<file path="config.mk">
export PLATFORM = sky130hd
export DESIGN_NAME = lapdm_link_layer_engine_core_flat
export DESIGN_NICKNAME = d
export VERILOG_FILES = /design/src/hw/rtl/lle_pkg.sv /design/src/hw/rtl/lle_stream_if.sv /design/src/hw/rtl/lle_ctrl.sv /design/src/hw/rtl/lle_dp.sv /design/src/hw/rtl/lapdm_link_layer_engine_core.sv /design/src/flat_wrapper.sv
export SDC_FILE = /design/constraint.sdc
export NUM_CORES = 1
export LEC_CHECK = 0
export ABC_CLOCK_PERIOD_IN_PS = 13700
export BUFFER_PORTS_ARGS = -buffer_cell sky130_fd_sc_hd__buf_4
export CAP_MARGIN = 20
export CORE_MARGIN = 1.5
export CORE_UTILIZATION = 43
export CTS_CLUSTER_DIAMETER = 40
export DETAILED_ROUTE_END_ITERATION = 12
export MAX_ROUTING_LAYER = met4
export PLACE_DENSITY = 0.63
export SKIP_LAST_GASP = 1
export SLEW_MARGIN = 30
export SYNTH_ARGS = -nofsm -noshare
export SYNTH_HDL_FRONTEND = slang
export SYNTH_HIERARCHICAL = 1
export SYNTH_SLANG_ARGS = --single-unit
export TNS_END_PERCENT = 10
</file>
<file path="constraint.sdc">
create_clock -name i_clk -period 13.7 [get_ports i_clk]
set_input_delay 1.37 -clock i_clk [delete_from_list [all_inputs] [get_ports i_clk]]
set_output_delay 1.37 -clock i_clk [all_outputs]
set_load 0.1 [all_outputs]
</file>
<file path="src/hw/rtl/lle_pkg.sv">
package lle_pkg;

    // request codes
    localparam logic [2:0] REQ_UPLINK  = 3'd0;
    localparam logic [2:0] REQ_UA      = 3'd1;
    localparam logic [2:0] REQ_SABM    = 3'd2;
    localparam logic [2:0] REQ_RR      = 3'd3;
    localparam logic [2:0] REQ_PAYLOAD = 3'd4;

    // uplink report codes
    localparam logic [2:0] CODE_IGNORED   = 3'd0;
    localparam logic [2:0] CODE_EST_IND   = 3'd1;
    localparam logic [2:0] CODE_EST_CONF  = 3'd2;
    localparam logic [2:0] CODE_INFO_IND  = 3'd3;
    localparam logic [2:0] CODE_DL_ACK    = 3'd4;

    // link flag bit positions
    localparam int FLAG_EST   = 0;
    localparam int FLAG_AWAIT = 1;
    localparam int FLAG_SEG   = 2;
    localparam int FLAG_ACK   = 3;

    // frame octets
    localparam logic [7:0] PAD_BYTE  = 8'h2b;
    localparam logic [7:0] CTL_UA    = 8'h73;
    localparam logic [7:0] CTL_SABM  = 8'h3f;
    localparam logic [7:0] SABM_MASK = 8'hef;
    localparam logic [7:0] SABM_CODE = 8'h2f;
    localparam logic [7:0] LEN_EMPTY = 8'h01;
    localparam logic [3:0] RR_CODE   = 4'h1;

    // frame source for bytes past the header
    localparam logic [1:0] SRC_NONE    = 2'd0;
    localparam logic [1:0] SRC_LAYER3  = 2'd1;
    localparam logic [1:0] SRC_PAYLOAD = 2'd2;

    typedef enum logic [1:0] {
        ST_IDLE,
        ST_JUDGE,
        ST_REPORT,
        ST_FRAME
    } t_state;

    typedef struct packed {
        logic [2:0] req_type;
        logic [2:0] link_sapi;
        logic [7:0] data_byte;
        logic       byte_present;
        logic       last_byte;
        logic       more_segments;
    } t_in_word;

    typedef struct packed {
        logic       is_downlink_frame;
        logic [2:0] uplink_code;
        logic [7:0] out_byte;
        logic       out_byte_valid;
        logic [2:0] out_sapi;
        logic       out_more_data;
        logic       out_acknowledged;
        logic [5:0] out_layer3_length;
        logic       out_last;
    } t_out_word;

    typedef struct packed {
        logic       accept;
        logic       judge;
        logic       load;
        logic       report;
        logic [5:0] idx;
    } t_dp_cmd;

    typedef struct packed {
        logic go_judge;
        logic go_frame;
        logic out_free;
        logic item_last;
    } t_dp_stat;

endpackage

</file>
<file path="src/hw/rtl/lle_stream_if.sv">
interface lle_stream_if #(
    parameter type T_WORD = logic
);
    logic  valid;
    logic  ready;
    T_WORD data;

    modport source (output valid, output data, input ready);
    modport sink   (input valid, input data, output ready);
endinterface

</file>
<file path="src/hw/rtl/lle_ctrl.sv">
module lle_ctrl (
    input  logic              i_clk,
    input  logic              i_rst_n,
    input  logic              i_in_valid,
    output logic              o_in_ready,
    input  lle_pkg::t_dp_stat i_stat,
    output lle_pkg::t_dp_cmd  o_cmd
);
    lle_pkg::t_state r_state, n_state;
    logic [5:0]      r_idx, n_idx;

    // state register
    always_ff @(posedge i_clk) begin
        if (!i_rst_n) begin
            r_state <= lle_pkg::ST_IDLE;
            r_idx   <= '0;
        end else begin
            r_state <= n_state;
            r_idx   <= n_idx;
        end
    end

    // next state and commands
    always_comb begin
        n_state      = r_state;
        n_idx        = r_idx;
        o_in_ready   = 1'b0;
        o_cmd        = '0;
        o_cmd.idx    = r_idx;
        case (r_state)
            lle_pkg::ST_IDLE: begin
                o_in_ready = 1'b1;
                n_idx      = '0;
                if (i_in_valid) begin
                    o_cmd.accept = 1'b1;
                    if (i_stat.go_judge) n_state = lle_pkg::ST_JUDGE;
                    else if (i_stat.go_frame) n_state = lle_pkg::ST_FRAME;
                end
            end
            lle_pkg::ST_JUDGE: begin
                o_cmd.judge = 1'b1;
                n_state     = lle_pkg::ST_REPORT;
            end
            lle_pkg::ST_REPORT: begin
                o_cmd.report = 1'b1;
                if (i_stat.out_free) begin
                    o_cmd.load = 1'b1;
                    n_idx      = r_idx + 6'd1;
                    if (i_stat.item_last) n_state = lle_pkg::ST_IDLE;
                end
            end
            lle_pkg::ST_FRAME: begin
                if (i_stat.out_free) begin
                    o_cmd.load = 1'b1;
                    n_idx      = r_idx + 6'd1;
                    if (i_stat.item_last) n_state = lle_pkg::ST_IDLE;
                end
            end
            default: n_state = lle_pkg::ST_IDLE;
        endcase
    end
endmodule

</file>
<file path="src/hw/rtl/lle_dp.sv">
module lle_dp #(
    parameter int LINKS       = 4,
    parameter int MAX_INFO    = 20,
    parameter int FRAME_BYTES = 23
) (
    input  logic               i_clk,
    input  logic               i_rst_n,
    input  lle_pkg::t_in_word  i_word,
    input  logic               i_out_ready,
    output lle_pkg::t_out_word o_word,
    output logic               o_out_valid,
    input  lle_pkg::t_dp_cmd   i_cmd,
    output lle_pkg::t_dp_stat  o_stat
);
    localparam int LW  = (LINKS > 1) ? $clog2(LINKS) : 1;
    localparam int UW  = $clog2(FRAME_BYTES);
    localparam int CW  = $clog2(FRAME_BYTES + 1);
    localparam int IW  = (MAX_INFO > 1) ? $clog2(MAX_INFO) : 1;
    localparam int PCW = $clog2(MAX_INFO + 2);
    localparam logic [7:0] ROOM = 8'(FRAME_BYTES - 3);
    localparam logic [7:0] MAXI = 8'(MAX_INFO);
    localparam logic [7:0] NLNK = 8'(LINKS);

    // stores
    logic [7:0]     r_up [FRAME_BYTES];
    logic [CW-1:0]  r_up_cnt;
    logic [7:0]     r_pay [MAX_INFO];
    logic [PCW-1:0] r_pay_cnt;
    logic [7:0]     r_l3 [MAX_INFO];
    logic [5:0]     r_l3_len;
    logic [2:0]     r_cur;
    logic           r_more;
    logic           r_acked;
    logic [2:0]     r_send [LINKS];
    logic [2:0]     r_recv [LINKS];
    logic [2:0]     r_pend [LINKS];
    logic [3:0]     r_flags [LINKS];

    // report and frame context
    logic [2:0]     r_rep_code;
    logic [5:0]     r_rep_n;
    logic [7:0]     r_h0, r_h1, r_h2;
    logic [1:0]     r_src;
    logic [5:0]     r_fn;

    logic               r_out_valid;
    lle_pkg::t_out_word r_out, n_out;

    // uplink judgement
    logic [7:0]    f0, f1, f2;
    logic [2:0]    j_sapi;
    logic [LW-1:0] j_idx;
    logic [5:0]    j_ilen;
    logic [7:0]    j_len8, j_need8;
    logic          j_len_ok, j_sapi_ok;
    logic [3:0]    j_flags;
    logic [2:0]    j_recv, j_pend;
    logic          j_rr, j_info, j_ack, j_took;
    logic [2:0]    j_code;
    logic          j_link;

    always_comb begin
        f0       = r_up[0];
        f1       = r_up[1];
        f2       = r_up[2];
        j_sapi   = f0[4:2];
        j_idx    = j_sapi[LW-1:0];
        j_ilen   = f2[7:2];
        j_len8   = 8'(r_up_cnt);
        j_need8  = 8'(j_ilen) + 8'd3;
        j_len_ok = (8'(j_ilen) <= MAXI) && (j_len8 >= j_need8);
        j_sapi_ok = 8'(j_sapi) < NLNK;
        j_flags  = j_sapi_ok ? r_flags[j_idx] : 4'd0;
        j_recv   = j_sapi_ok ? r_recv[j_idx] : 3'd0;
        j_pend   = j_sapi_ok ? r_pend[j_idx] : 3'd0;
        j_rr     = (f1[3:0] == lle_pkg::RR_CODE) && (f2 == lle_pkg::LEN_EMPTY);
        j_info   = !f1[0] && !f2[1] && j_len_ok;
        j_ack    = j_flags[lle_pkg::FLAG_ACK] && (f1[7:5] == j_pend);
        j_took   = 1'b0;
        j_link   = 1'b0;
        j_code   = lle_pkg::CODE_IGNORED;
        if ((j_len8 >= 8'd3) && f0[0] && f2[0] && j_sapi_ok) begin
            if ((f1 & lle_pkg::SABM_MASK) == lle_pkg::SABM_CODE) begin
                if (!f2[1] && (j_ilen != 6'd0) && j_len_ok && (j_sapi == 3'd0))
                    j_code = lle_pkg::CODE_EST_IND;
            end else if ((f1 == lle_pkg::CTL_UA) && (f2 == lle_pkg::LEN_EMPTY) &&
                         j_flags[lle_pkg::FLAG_AWAIT]) begin
                j_code = lle_pkg::CODE_EST_CONF;
            end else if (j_flags[lle_pkg::FLAG_EST] && (j_rr || j_info)) begin
                j_link = 1'b1;
                j_took = j_info && (f1[3:1] == j_recv);
                if (j_took) j_code = lle_pkg::CODE_INFO_IND;
                else if (j_ack) j_code = lle_pkg::CODE_DL_ACK;
            end
        end
    end

    // build request decode
    logic [2:0]     b_sapi;
    logic [LW-1:0]  b_idx;
    logic           b_sapi_ok;
    logic [3:0]     b_flags;
    logic [2:0]     b_send, b_recv;
    logic [PCW-1:0] b_pc;
    logic           b_store;
    logic           b_i_ok;
    logic [7:0]     b_ua_n;
    logic [7:0]     b_i_n;

    always_comb begin
        b_sapi    = i_word.link_sapi;
        b_idx     = b_sapi[LW-1:0];
        b_sapi_ok = 8'(b_sapi) < NLNK;
        b_flags   = b_sapi_ok ? r_flags[b_idx] : 4'd0;
        b_send    = b_sapi_ok ? r_send[b_idx] : 3'd0;
        b_recv    = b_sapi_ok ? r_recv[b_idx] : 3'd0;
        b_store   = i_word.byte_present && (8'(r_pay_cnt) <= MAXI);
        b_pc      = b_store ? r_pay_cnt + PCW'(1) : r_pay_cnt;
        b_i_ok    = b_sapi_ok && b_flags[lle_pkg::FLAG_EST] &&
                    !b_flags[lle_pkg::FLAG_ACK] && (8'(b_pc) <= MAXI);
        b_ua_n    = (8'(r_l3_len) < ROOM) ? 8'(r_l3_len) : ROOM;
        b_i_n     = (8'(b_pc) < ROOM) ? 8'(b_pc) : ROOM;
    end

    // status to controller
    logic [5:0] off;
    logic       rep_data;

    always_comb begin
        o_stat.go_judge = (i_word.req_type == lle_pkg::REQ_UPLINK) && i_word.last_byte;
        o_stat.go_frame = (i_word.req_type == lle_pkg::REQ_UA) ||
                          (i_word.req_type == lle_pkg::REQ_SABM) ||
                          (i_word.req_type == lle_pkg::REQ_RR) ||
                          ((i_word.req_type == lle_pkg::REQ_PAYLOAD) && i_word.last_byte);
        o_stat.out_free = !r_out_valid || i_out_ready;
        rep_data        = r_rep_n != 6'd0;
        if (i_cmd.report)
            o_stat.item_last = !rep_data || ((7'(i_cmd.idx) + 7'd1) == 7'(r_rep_n));
        else
            o_stat.item_last = i_cmd.idx == 6'(FRAME_BYTES - 1);
        off = i_cmd.idx - 6'd3;
    end

    // next result word
    always_comb begin
        n_out                   = '0;
        n_out.out_sapi          = r_cur;
        n_out.out_more_data     = r_more;
        n_out.out_acknowledged  = r_acked;
        n_out.out_layer3_length = r_l3_len;
        n_out.out_last          = o_stat.item_last;
        if (i_cmd.report) begin
            n_out.uplink_code    = r_rep_code;
            n_out.out_byte_valid = rep_data;
            n_out.out_byte       = rep_data ? r_up[UW'(i_cmd.idx + 6'd3)] : 8'd0;
        end else begin
            n_out.is_downlink_frame = 1'b1;
            n_out.out_byte_valid    = 1'b1;
            if (i_cmd.idx == 6'd0) n_out.out_byte = r_h0;
            else if (i_cmd.idx == 6'd1) n_out.out_byte = r_h1;
            else if (i_cmd.idx == 6'd2) n_out.out_byte = r_h2;
            else if (off < r_fn) begin
                if (r_src == lle_pkg::SRC_LAYER3) n_out.out_byte = r_l3[off[IW-1:0]];
                else if (r_src == lle_pkg::SRC_PAYLOAD) n_out.out_byte = r_pay[off[IW-1:0]];
                else n_out.out_byte = lle_pkg::PAD_BYTE;
            end else n_out.out_byte = lle_pkg::PAD_BYTE;
        end
    end

    // output register
    always_ff @(posedge i_clk) begin
        if (!i_rst_n) r_out_valid <= 1'b0;
        else if (i_cmd.load) r_out_valid <= 1'b1;
        else if (i_out_ready) r_out_valid <= 1'b0;
        if (i_cmd.load) r_out <= n_out;
    end

    assign o_word      = r_out;
    assign o_out_valid = r_out_valid;

    // byte stores, no reset
    always_ff @(posedge i_clk) begin
        if (i_cmd.accept && (i_word.req_type == lle_pkg::REQ_UPLINK) &&
            i_word.byte_present && (r_up_cnt < CW'(FRAME_BYTES)))
            r_up[r_up_cnt[UW-1:0]] <= i_word.data_byte;
        if (i_cmd.accept && (i_word.req_type == lle_pkg::REQ_PAYLOAD) && b_store &&
            (8'(r_pay_cnt) < MAXI))
            r_pay[r_pay_cnt[IW-1:0]] <= i_word.data_byte;
        if (i_cmd.load && i_cmd.report && rep_data)
            r_l3[i_cmd.idx[IW-1:0]] <= r_up[UW'(i_cmd.idx + 6'd3)];
    end

    // frame header and report capture
    always_ff @(posedge i_clk) begin
        if (i_cmd.accept) begin
            r_h0  <= lle_pkg::PAD_BYTE;
            r_h1  <= lle_pkg::PAD_BYTE;
            r_h2  <= lle_pkg::PAD_BYTE;
            r_src <= lle_pkg::SRC_NONE;
            r_fn  <= 6'd0;
            case (i_word.req_type)
                lle_pkg::REQ_UA: begin
                    r_h0  <= {3'd0, r_cur, 2'b01};
                    r_h1  <= lle_pkg::CTL_UA;
                    r_h2  <= {r_l3_len, 2'b01};
                    r_src <= lle_pkg::SRC_LAYER3;
                    r_fn  <= b_ua_n[5:0];
                end
                lle_pkg::REQ_SABM: begin
                    if (b_sapi_ok) begin
                        r_h0 <= {3'd0, b_sapi, 2'b11};
                        r_h1 <= lle_pkg::CTL_SABM;
                        r_h2 <= lle_pkg::LEN_EMPTY;
                    end
                end
                lle_pkg::REQ_RR: begin
                    if (b_sapi_ok && b_flags[lle_pkg::FLAG_EST]) begin
                        r_h0 <= {3'd0, b_sapi, 2'b01};
                        r_h1 <= {b_recv, 5'b00001};
                        r_h2 <= lle_pkg::LEN_EMPTY;
                    end
                end
                lle_pkg::REQ_PAYLOAD: begin
                    if (b_i_ok) begin
                        r_h0  <= {3'd0, b_sapi, 2'b11};
                        r_h1  <= {b_recv, 1'b0, b_send, 1'b0};
                        r_h2  <= {6'(b_pc), i_word.more_segments, 1'b1};
                        r_src <= lle_pkg::SRC_PAYLOAD;
                        r_fn  <= b_i_n[5:0];
                    end
                end
                default: r_src <= lle_pkg::SRC_NONE;
            endcase
        end
        if (i_cmd.judge) begin
            r_rep_code <= j_code;
            r_rep_n    <= ((j_code == lle_pkg::CODE_EST_IND) ||
                           (j_code == lle_pkg::CODE_INFO_IND)) ? j_ilen : 6'd0;
        end
    end

    // link state
    always_ff @(posedge i_clk) begin
        if (!i_rst_n) begin
            r_up_cnt  <= '0;
            r_pay_cnt <= '0;
            r_l3_len  <= '0;
            r_cur     <= '0;
            r_more    <= 1'b0;
            r_acked   <= 1'b0;
            for (int s = 0; s < LINKS; s++) begin
                r_send[s]  <= '0;
                r_recv[s]  <= '0;
                r_pend[s]  <= '0;
                r_flags[s] <= '0;
            end
        end else begin
            if (i_cmd.accept) begin
                case (i_word.req_type)
                    lle_pkg::REQ_UPLINK: begin
                        if (i_word.byte_present && (r_up_cnt < CW'(FRAME_BYTES)))
                            r_up_cnt <= r_up_cnt + CW'(1);
                    end
                    lle_pkg::REQ_UA: begin
                        if (8'(r_cur) < NLNK) begin
                            r_flags[r_cur[LW-1:0]][lle_pkg::FLAG_EST] <= 1'b1;
                            r_flags[r_cur[LW-1:0]][lle_pkg::FLAG_SEG] <= 1'b0;
                            r_flags[r_cur[LW-1:0]][lle_pkg::FLAG_ACK] <= 1'b0;
                        end
                    end
                    lle_pkg::REQ_SABM: begin
                        if (b_sapi_ok) begin
                            r_send[b_idx]  <= '0;
                            r_recv[b_idx]  <= '0;
                            r_pend[b_idx]  <= '0;
                            r_flags[b_idx] <= 4'(1 << lle_pkg::FLAG_AWAIT);
                        end
                    end
                    lle_pkg::REQ_PAYLOAD: begin
                        r_pay_cnt <= i_word.last_byte ? '0 : b_pc;
                        if (i_word.last_byte && b_i_ok) begin
                            r_send[b_idx] <= b_send + 3'd1;
                            r_pend[b_idx] <= b_send + 3'd1;
                            r_flags[b_idx][lle_pkg::FLAG_SEG] <= i_word.more_segments;
                            r_flags[b_idx][lle_pkg::FLAG_ACK] <= 1'b1;
                        end
                    end
                    default: r_cur <= r_cur;
                endcase
            end
            if (i_cmd.judge) begin
                r_up_cnt <= '0;
                r_acked  <= j_link && j_ack;
                case (j_code)
                    lle_pkg::CODE_EST_IND: begin
                        r_cur          <= j_sapi;
                        r_l3_len       <= j_ilen;
                        r_more         <= 1'b0;
                        r_send[j_idx]  <= '0;
                        r_recv[j_idx]  <= '0;
                        r_pend[j_idx]  <= '0;
                        r_flags[j_idx] <= '0;
                    end
                    lle_pkg::CODE_EST_CONF: begin
                        r_cur <= j_sapi;
                        r_flags[j_idx][lle_pkg::FLAG_EST]   <= 1'b1;
                        r_flags[j_idx][lle_pkg::FLAG_AWAIT] <= 1'b0;
                    end
                    default: begin
                        if (j_took) begin
                            r_cur         <= j_sapi;
                            r_l3_len      <= j_ilen;
                            r_more        <= f2[1];
                            r_recv[j_idx] <= j_recv + 3'd1;
                        end
                        if (j_link && j_ack) begin
                            r_cur <= j_sapi;
                            r_flags[j_idx][lle_pkg::FLAG_ACK] <= 1'b0;
                        end
                    end
                endcase
            end
        end
    end
endmodule

</file>
<file path="src/hw/rtl/lapdm_link_layer_engine_core.sv">
// Channel   Dir  Word               Accepted when
// i_in      in   lle_pkg::t_in_word  i_in.valid && i_in.ready
// o_out     out  lle_pkg::t_out_word o_out.valid && o_out.ready
//
// Stored bytes (uplink bytes and payload bytes not marked last) are taken in the idle state.
// An uplink frame end passes through a judge state, then gives 1 to MAX_INFO report words.
// A build request emits FRAME_BYTES words, one per cycle while o_out is ready.
// Input is held off while a report or frame is being emitted; the output
// register lets the last word wait while the next input word is taken.
// Synchronous active-low reset clears all link state; no clearing pass.
module lapdm_link_layer_engine_core #(
    parameter int LINKS       = 4,
    parameter int MAX_INFO    = 20,
    parameter int FRAME_BYTES = 23
) (
    input  logic         i_clk,
    input  logic         i_rst_n,
    lle_stream_if.sink   i_in,
    lle_stream_if.source o_out
);
    lle_pkg::t_dp_cmd  cmd;
    lle_pkg::t_dp_stat stat;

    lle_ctrl u_ctrl (
        .i_clk      (i_clk),
        .i_rst_n    (i_rst_n),
        .i_in_valid (i_in.valid),
        .o_in_ready (i_in.ready),
        .i_stat     (stat),
        .o_cmd      (cmd)
    );

    lle_dp #(
        .LINKS       (LINKS),
        .MAX_INFO    (MAX_INFO),
        .FRAME_BYTES (FRAME_BYTES)
    ) u_dp (
        .i_clk       (i_clk),
        .i_rst_n     (i_rst_n),
        .i_word      (i_in.data),
        .i_out_ready (o_out.ready),
        .o_word      (o_out.data),
        .o_out_valid (o_out.valid),
        .i_cmd       (cmd),
        .o_stat      (stat)
    );
endmodule

</file>
<file path="src/flat_wrapper.sv">
// flat-port wrapper written by rule: the top's interface ports become plain ports
module lapdm_link_layer_engine_core_flat 
#(
    parameter int LINKS       = 4,
    parameter int MAX_INFO    = 20,
    parameter int FRAME_BYTES = 23
)
  (i_clk, i_rst_n, i_in_valid, i_in_data, i_in_ready, o_out_valid, o_out_data, o_out_ready);
  lle_stream_if #(.T_WORD(lle_pkg::t_in_word)) i_in_i ();
  lle_stream_if #(.T_WORD(lle_pkg::t_out_word)) o_out_i ();
  input  logic i_clk;
  input  logic i_rst_n;
  input wire logic [$bits(i_in_i.valid)-1:0] i_in_valid;
  input wire logic [$bits(i_in_i.data)-1:0] i_in_data;
  output wire logic [$bits(i_in_i.ready)-1:0] i_in_ready;
  output wire logic [$bits(o_out_i.valid)-1:0] o_out_valid;
  output wire logic [$bits(o_out_i.data)-1:0] o_out_data;
  input wire logic [$bits(o_out_i.ready)-1:0] o_out_ready;
  assign i_in_i.valid = i_in_valid;
  assign i_in_i.data = i_in_data;
  assign i_in_ready = i_in_i.ready;
  assign o_out_valid = o_out_i.valid;
  assign o_out_data = o_out_i.data;
  assign o_out_i.ready = o_out_ready;
  lapdm_link_layer_engine_core #(.LINKS(LINKS), .MAX_INFO(MAX_INFO), .FRAME_BYTES(FRAME_BYTES)) u_core (.i_clk(i_clk), .i_rst_n(i_rst_n), .i_in(i_in_i), .o_out(o_out_i));
endmodule
</file>
==> results of run 1 <==
worst min-delay path by stage:
stage	start	slack [ns]	to	depth (start not counted)
after global placement	u_core/u_dp/r_more	0.41	u_core/u_dp/o_word[8]	0
final	u_core/u_dp/r_more	0.43	u_core/u_dp/o_word[8]	0
after floorplan	u_core/u_dp/r_more	0.40	u_core/u_dp/o_word[8]	0
after detailed placement	u_core/u_dp/r_more	0.41	u_core/u_dp/o_word[8]	0
after CTS	u_core/u_dp/r_more	0.42	u_core/u_dp/o_word[8]	0
after global routing	u_core/u_dp/r_more	0.45	u_core/u_dp/o_word[8]	0
metal layers:
metal | vias up | GRT usage | part of all wire
li1 | 6581 | - | -
met1 | 7889 | 0.292 | 0.41
met2 | 725 | 0.331 | 0.48
met3 | 130 | 0.0373 | 0.075
met4 | 0 | 0.0638 | 0.027
met5 | - | - | 0
cells in the mapped netlist, types with 6 or more instances:
master    count  area (sq um)
nor2b_1      14          87.6
o21ai_0      55           275
clkbuf_1     49           184
a21o_1       11          82.6
nand3_1      18          90.1
nand3b_1      8          60.1
mux4_2      162          3650
o21a_1        6          45.0
a21oi_1      43           215
a22oi_1       8          60.1
nand2b_1     16           100
and3_1        7          43.8
nand2_1      94           353
a22o_1        7          61.3
nor3_1        8          40.0
nand4_1       7          43.8
xnor2_1      13           114
xor2_1       14           123
inv_1        27           101
o221ai_1      6          52.6
buf_2        15          75.1
nor2_1      140           526
edfxtp_1    590         17700
and2_1       28           175
mux2i_1      21           210
o22ai_1       6          37.5
or3_1         8          50.1
ha_1         28           350
a31oi_1       6          37.5
buf_1         9          33.8
dfxtp_1      50          1000
flip-flops by register name (all words and copies together), names as in the netlist, 2 cells and up:
register                flops
u_core/u_dp/r_h0            5
u_core/u_dp/r_up_cnt        5
u_core/u_dp/r_src           2
u_core/u_dp/r_l3_len        6
u_core/u_dp/r_rep_code      3
u_core/u_dp/r_rep_n         6
u_core/u_dp/r_recv         12
u_core/u_ctrl/r_idx         6
u_core/u_dp/r_h2            7
u_core/u_dp/r_fn            6
u_core/u_dp/r_cur           3
u_core/u_dp/r_pay_cnt       5
u_core/u_dp/r_pay         160
u_core/u_dp/r_up          192
u_core/u_dp/r_l3          160
u_core/u_dp/r_send         12
u_core/u_dp/r_flags        12
u_core/u_dp/r_h1            8
u_core/u_dp/o_word         25
u_core/u_ctrl/r_state       2
logic make-up after synthesis:
logic type,after synthesis,share of synthesized area
fa+ha+maj,28,0.0129
flops,640,0.690
other cells,1,0.000138
mux,192,0.149
xor+xnor,28,0.00932
buf+inv,106,0.0160
compound gates,210,0.0524
simple gates,389,0.0702
through the flow:
stage / total power, uW / cells / instance area, sq um / setup WS [ns]
after CTS: 4850 / 2587 / 31500 / 8.11
after detailed placement: 2520 / 2423 / 28400 / 8.14
after floorplan: 2420 / 1595 / 27100 / 8.72
final: 4800 / 2587 / 31500 / 8.20
after global routing: 4950 / 2587 / 31500 / 7.82
after global placement: 2520 / 2423 / 28400 / 8.17
cell type report:
type / instances / area share
Timing Repair Buffer: 67 / 0.0163
Sequential cell: 640 / 0.593
Tap cell: 837 / 0.0332
Multi-Input combinational cell: 849 / 0.256
Inverter: 30 / 0.00361
Clock inverter: 67 / 0.0244
Clock buffer: 97 / 0.0729
where the power goes:
| part | leakage [uW] | internal [uW] | switching (uW) |
|---|---|---|---|
| sequential | 0.00574 | 2170 | 15.7 |
| clock | 0.00147 | 1420 | 903 |
| combinational | 0.00290 | 107 | 194 |
==> reports/metrics.cfg, run 1 <==
[drt]
vias_per_cell = 5.92
num_vias = 15325
ant_nets = 0
wl_per_cell_um = 25.4
first_pass_iters = 6
drtIter0Drc = 1580
drc_errors = 0
finalWirelength_mm = 65.8

[grt]
track_usage = 0.214
grt_pass1_vias = 15128
grt_first_pass_wirelength_mm = 97.7
antenna_found_initial = 0
globalRouteOverflowTotal = 0
grt_max_degree = 96

[yosys]
ys.flop_type = edfxtp_1
ys_ff_latch = 640
netlist_instances = 1594
yosys_warnings = 6
syn_area_sq_um = 27100
synth.avg_cell_area_sq_um = 17.0
async_flop_share = 0
synth-edff-count = 590
seq_area_frac_synth = 0.690
yosys.cell_types.count = 91

[clock_tree]
cts_root_buf = clkbuf_16
clkSinkCount = 640
postCtsSetupRepairBufs = 0
hold_buffers = 0
clk-insertion-delay-late_ns = 0.63
ctsResizeCount = 0
clock_path_buffers = 3
cts_tree = done
clkTransAtPathRegs_ns = 0.06
cts_buffers = 88
cts_htree_levels = 3

[critical_path]
path_delay_family = buffers and inverters
worstSetupPathType = flip-flop to flip-flop
crit_chain = inv_1 -> ha_4 -> buf_4 -> buf_4 -> mux4_2 -> mux4_2 -> nand2_1 -> o21ai_1 -> buf_4 -> a222oi_1 -> o31ai_1
critical_path_required_ns = 14.05
reg2reg_depth = 11
crit_cells = 11
r2r_start = u_core/u_ctrl/r_idx[0]
rrSetupSlack_ns = 8.20
worst-path-buf-inv = 4
cp-endpoint = u_core/u_dp/o_word[17]
cp_common_cell = buf_4
cp_max_fo = 48
worst_ep_arrival_time_ns = 5.85
end_kind = flip-flop
crit_start = u_core/u_ctrl/r_idx[0]
regToRegEndpoint = u_core/u_dp/o_word[17]
max_stage_delay_ns = 0.90
cp-start-kind = flip-flop
slowest_stage = dfxtp_4

[cells_and_area]
fill_cells = 5002
diodes = 0
drive_gt1_frac = 0.255
final_nets = 1725
layout_common_cells = 590 x edfxtp_1, 162 x mux4_2, 109 x nor2_1
multiInputGateArea_sq_um = 8080
seq_area_sq_um = 18700
final_core_util = 0.508
area_growth_pct = 16.3
layout_commonest_cell = edfxtp_1

[die]
die_area_sq_um = 64600
core_area_sq_um = 62100
die_height_um = 254
start_util = 0.437
rows = 91
die_w_um = 254
io_pins = 48

[hold_path]
hold_class = flip-flop to flip-flop

[sta]
max_freq_ghz = 0.182
setup_viol = 0
setup_tns_ns = 0
worst_slew_margin_rel = 0.330
fin_crit_sh = 0.401
rsz0062_at_grt = false
hold_viol_final = 0
hold_ws_ns = 0.426
fin_skew_ns = 0.0202
worstMarginPinSlew_ns = 1.00
final_max_slew_viol_count = 0
period_needed_ns = 5.50

[place]
dp_hpwl_mm = 41.5
placement.io_buffers = 47
gp_congestion = 0.883

[power]
power.leakage_uw = 0.0101
ir_drop_v = 0.000130
p_per_area_nw_per_um2 = 152

[status]
status = finished clean

[run]
drv_cap = 0

(Power assumes the default switching activity.)
==> run 2: changes to the inputs <==
Settings changed: ABC_CLOCK_PERIOD_IN_PS 13700 to 4440, PLACE_DENSITY 0.63 to 0.65.
Clock period 13.7 ns to 4.44 ns, I/O delays scaled along.
==> run 2 against run 1 <==
Clock power rose to 2.9 times the previous value. Critical path depth is 2 lower. Cell area about the same. Largest power group unchanged. Fmax rose by 49%.
==> reports/metrics.cfg, run 2 (same netlist as run 1, synthesis figures left out) <==
[hold_path]
hold_class = input pin to flip-flop
hold_start = i_in_valid

[grt]
track_usage = 0.209
globalRouteOverflowTotal = 0
antenna_found_initial = 0
grt_max_degree = 76
grt_pass1_vias = 15109
grt_first_pass_wirelength_mm = 96.8

[place]
placement.io_buffers = 47
place_area_sq_um = 28700
gp_congestion = 0.912
dp_hpwl_mm = 41.8

[cells_and_area]
layout_commonest_cell = edfxtp_1
final_nets = 1757
largest_register_ffs = 192
finish.instance_area_sq_um = 31600
drive_gt1_frac = 0.248
final_core_util = 0.509
diodes = 0
area_growth_pct = 16.4
layout_common_cells = 590 x edfxtp_1, 162 x mux4_2, 139 x nor2_1

[sta]
hold_ws_ns = 0.146
hold_viol_final = 0
worstMarginPinSlew_ns = 0.914
setup_viol = 0
fin_skew_ns = 0.0286
rsz0062_at_grt = false
fin_crit_sh = 0.831
setup_tns_ns = 0
max_freq_ghz = 0.271
worst_slew_margin_rel = 0.388
final_max_slew_viol_count = 0
period_needed_ns = 3.69

[die]
die_w_um = 254
start_util = 0.437
rows = 91
io_pins = 48
die_height_um = 254
core_area_sq_um = 62100
die_area_sq_um = 64600

[drt]
num_vias = 15269
first_pass_iters = 6
wl_per_cell_um = 24.5
vias_per_cell = 5.84
drc_errors = 0
highest_layer = met4
dr_wl_met3_mm = 4.41
ant_nets = 0
finalWirelength_mm = 64.1
drtIter0Drc = 1743
met1_length_mm = 27.2
wl_met2_mm = 30.9

[clock_tree]
clock_path_buffers = 3
cts_buffers = 83
postCtsSetupRepairBufs = 0
cts_htree_levels = 3
clkSinkCount = 640
clkTransAtPathRegs_ns = 0.05
hold_buffers = 0
cts_root_buf = clkbuf_16
cts_tree = done
ctsResizeCount = 0
clk-insertion-delay-late_ns = 0.61

[power]
power_uw = 14500
p_int_uw = 11100
power.leakage_uw = 0.0102
power.share.clock = 0.469
p_per_area_nw_per_um2 = 459
p_seq_frac = 0.464
p_switching_uw = 3340
p_comb_frac = 0.067
switching_share = 0.230
ir_drop_v = 0.000350

[critical_path]
max_stage_delay_ns = 0.69
cp_max_fo = 51
worst_ep_arrival_time_ns = 4.04
cp-start-kind = flip-flop
critical_path_required_ns = 4.79
end_kind = flip-flop
r2r_start = u_core/u_ctrl/r_idx[1]
crit_start = u_core/u_ctrl/r_idx[1]
crit_chain = inv_1 -> ha_4 -> buf_12 -> mux4_2 -> mux4_2 -> o221ai_1 -> o21ai_0 -> o221ai_1 -> nand2_1
worstSetupPathType = flip-flop to flip-flop
slowest_stage = ha_4

[run]
drv_cap = 0

[status]
status = finished clean

[run 2: cell types whose count changed in the layout (fill, tap and decap cells not counted), sizes merged]
cell | before | now
clkinvlp | 10 | 12
buf | 67 | 104
clkinv | 27 | 19
clkbuf | 97 | 92
[run 2: through the flow]
| stage | instances | worst slack (ns) |
|---|---|---|
| global placement | 2460 | 0.833 |
| detailed placement | 2460 | 0.767 |
| floorplan | 1595 | 0.0253 |
| finish | 2613 | 0.749 |
| global route | 2613 | 0.554 |
| CTS | 2613 | 0.756 |
[run 2: power groups by stage]
stage	registers, uW	logic [uW]	clock network, uW
after floorplan	6950	532	0
after global placement	6840	961	0
after detailed placement	6840	976	0
after CTS	6710	977	6900
after global routing	6720	1030	7150
final	6710	967	6790
[run 2: worst paths after layout]
kind                              end  slack, ns  depth (start not counted)
min          u_core/u_ctrl/r_state[0]       0.15                          3
max reg2reg    u_core/u_dp/o_word[16]       0.75                          9
max            u_core/u_dp/o_word[16]       0.75                          9
min reg2reg     u_core/u_dp/o_word[7]       0.44                          0
[run 2: worst max-delay path: cells and delay by family (launching register included)]
family	cells	cell delay, ns
AO/OA/AOI/OAI	3	0.66
adder cells (fa/ha/maj)	1	0.69
buffers and inverters	2	0.51
flip-flops	1	0.52
multiplexers	2	0.88
AND/OR/NAND/NOR	1	0.08
[run 2: area by class of cell]
cell class                 count  area (sq um)
timing repair buffer         104           818
inverter                      30           114
tap                          837          1050
fill                        5004         30500
sequential                   640         18700
clock buffer                  92          2150
multi-input combinational    849          8010
clock inverter                61           691
[run 2: layer usage]
layer  track usage  vias to the layer above
li1              -                     6624
met1         0.286                     7864
met2         0.326                      677
met3        0.0347                      104
met4        0.0577                        0
met5             -                        -
==> run 3: changes to the inputs <==
Settings changed: ABC_CLOCK_PERIOD_IN_PS 4440 to 3550, PLACE_DENSITY 0.65 to 0.63.
Clock period 4.44 ns to 3.55 ns, I/O delays scaled along.
==> run 3 against run 2 <==
Sequential power up 25%. Critical endpoint is now u_core/u_dp/o_word[15]. Global-route usage up 0.27 points. Flip-flop and latch count unchanged. Register-to-register slack worse by 0.37 ns. Core utilization up 0.74 points. Largest cell class unchanged. Cell count up 1.6%. Fmax up 16%. Routed wire length up 1.8%. Hold slack worse by 0.10 ns. Via count up 0.43%. Die area unchanged. First-iteration DRC count down 8.0%.
==> reports/metrics.cfg, run 3 (same netlist as run 1, synthesis figures left out) <==
[grt]
grt_max_degree = 46
globalRouteOverflowTotal = 0
grt_first_pass_wirelength_mm = 97.8
track_usage = 0.212
grt_pass1_vias = 15359
antenna_found_initial = 1

[place]
placement.io_buffers = 47
dp_hpwl_mm = 43.2
dp_slack_ns = 0.357
placed_cells = 2496
gp_congestion = 0.930

[sta]
hold_ws_ns = 0.0441
setup_viol = 0
fin_crit_sh = 0.894
final_max_slew_viol_count = 0
setup_slack_ns = 0.377
fin_skew_ns = 0.0207
worstMarginPinSlew_ns = 0.981
max_freq_ghz = 0.315
hold_viol_final = 0
period_needed_ns = 3.17
rsz0062_at_grt = false
worst_slew_margin_rel = 0.343
setup_tns_ns = 0

[drt]
finalWirelength_mm = 65.3
drc_errors = 0
vias_per_cell = 5.78
drtIter0Drc = 1603
first_pass_iters = 5
num_vias = 15335
wl_per_cell_um = 24.6
ant_nets = 0

[cells_and_area]
area_growth_pct = 18.0
drive_gt1_frac = 0.275
layout_commonest_cell = edfxtp_1
stdcell_count = 2655
final_nets = 1794
layout_common_cells = 590 x edfxtp_1, 162 x mux4_2, 135 x buf_4
final_core_util = 0.516
largest_register_ffs = 192

[status]
status = finished clean

[clock_tree]
ctsResizeCount = 0
clkSinkCount = 640
hold_buffers = 0
clk-insertion-delay-late_ns = 0.63
clkTransAtPathRegs_ns = 0.06
clock_path_buffers = 3
cts_buffers = 84
cts_htree_levels = 3
cts_tree = done
postCtsSetupRepairBufs = 0
cts_root_buf = clkbuf_16

[critical_path]
end_kind = flip-flop
critical_path_required_ns = 3.90
worst_ep_arrival_time_ns = 3.52
cp_max_fo = 15
worstSetupPathType = flip-flop to flip-flop
cp-start-kind = flip-flop

[power]
ir_drop_v = 0.000483
power.leakage_uw = 0.0105
p_per_area_nw_per_um2 = 572

[die]
die_area_sq_um = 64600
start_util = 0.437
die_w_um = 254
core_area_sq_um = 62100
die_height_um = 254
io_pins = 48
rows = 91

[run]
drv_cap = 0

[hold_path]
hold_class = input pin to flip-flop

==> run 3: final cells by class <==
| type | count | area [sq um] |
|---|---|---|
| Clock inverter | 64 | 674 |
| Inverter | 30 | 114 |
| Clock buffer | 94 | 2250 |
| Sequential cell | 640 | 18700 |
| Multi-Input combinational cell | 849 | 8090 |
| Antenna cell | 1 | 2.50 |
| Timing Repair Buffer | 140 | 1110 |
| Tap cell | 837 | 1050 |
| Fill cell | 4988 | 30000 |
==> run 3: per-stage QoR <==
step                total power [uW]  cell area (sq um)
floorplan                       9380              27300
global placement                9810              29100
detailed placement              9830              29100
CTS                            18400              32000
global route                   18800              32000
finish                         18300              32000
==> run 3: layer usage <==
layer  up-vias  share of wire  global-route usage
li1       6698              -                   -
met1      7956           0.43               0.284
met2       574           0.49               0.335
met3       107          0.059              0.0366
met4         0          0.023              0.0599
met5         -              0                   -
==> run 3: critical path, stage by stage (launching register included) <==
cell and delay (ns):
dfxtp_4 0.37, inv_1 0.10, ha_4 0.50, buf_4 0.30, mux4_2 0.35, mux4_2 0.50
nand2_1 0.13, o21ai_4 0.08, a222oi_1 0.40, o31ai_1 0.13
==> run 3: path summary, 6_finish.rpt <==
kind,from,endpoint,slack [ns],depth (start not counted)
hold reg to reg,u_core/u_dp/r_more,u_core/u_dp/o_word[8],0.43,0
setup / recovery,u_core/u_ctrl/r_idx[0],u_core/u_dp/o_word[15],0.38,9
hold / removal,i_in_valid,u_core/u_ctrl/r_state[1],0.04,3
setup reg to reg,u_core/u_ctrl/r_idx[0],u_core/u_dp/o_word[15],0.38,9
==> run 3: report_power, final <==
part	internal [uW]	leakage [uW]	switching [uW]
Clock	5250	0.00141	3390
Combinational	459	0.00332	808
Sequential	8350	0.00574	40.1
Total	14100	0.0105	4240
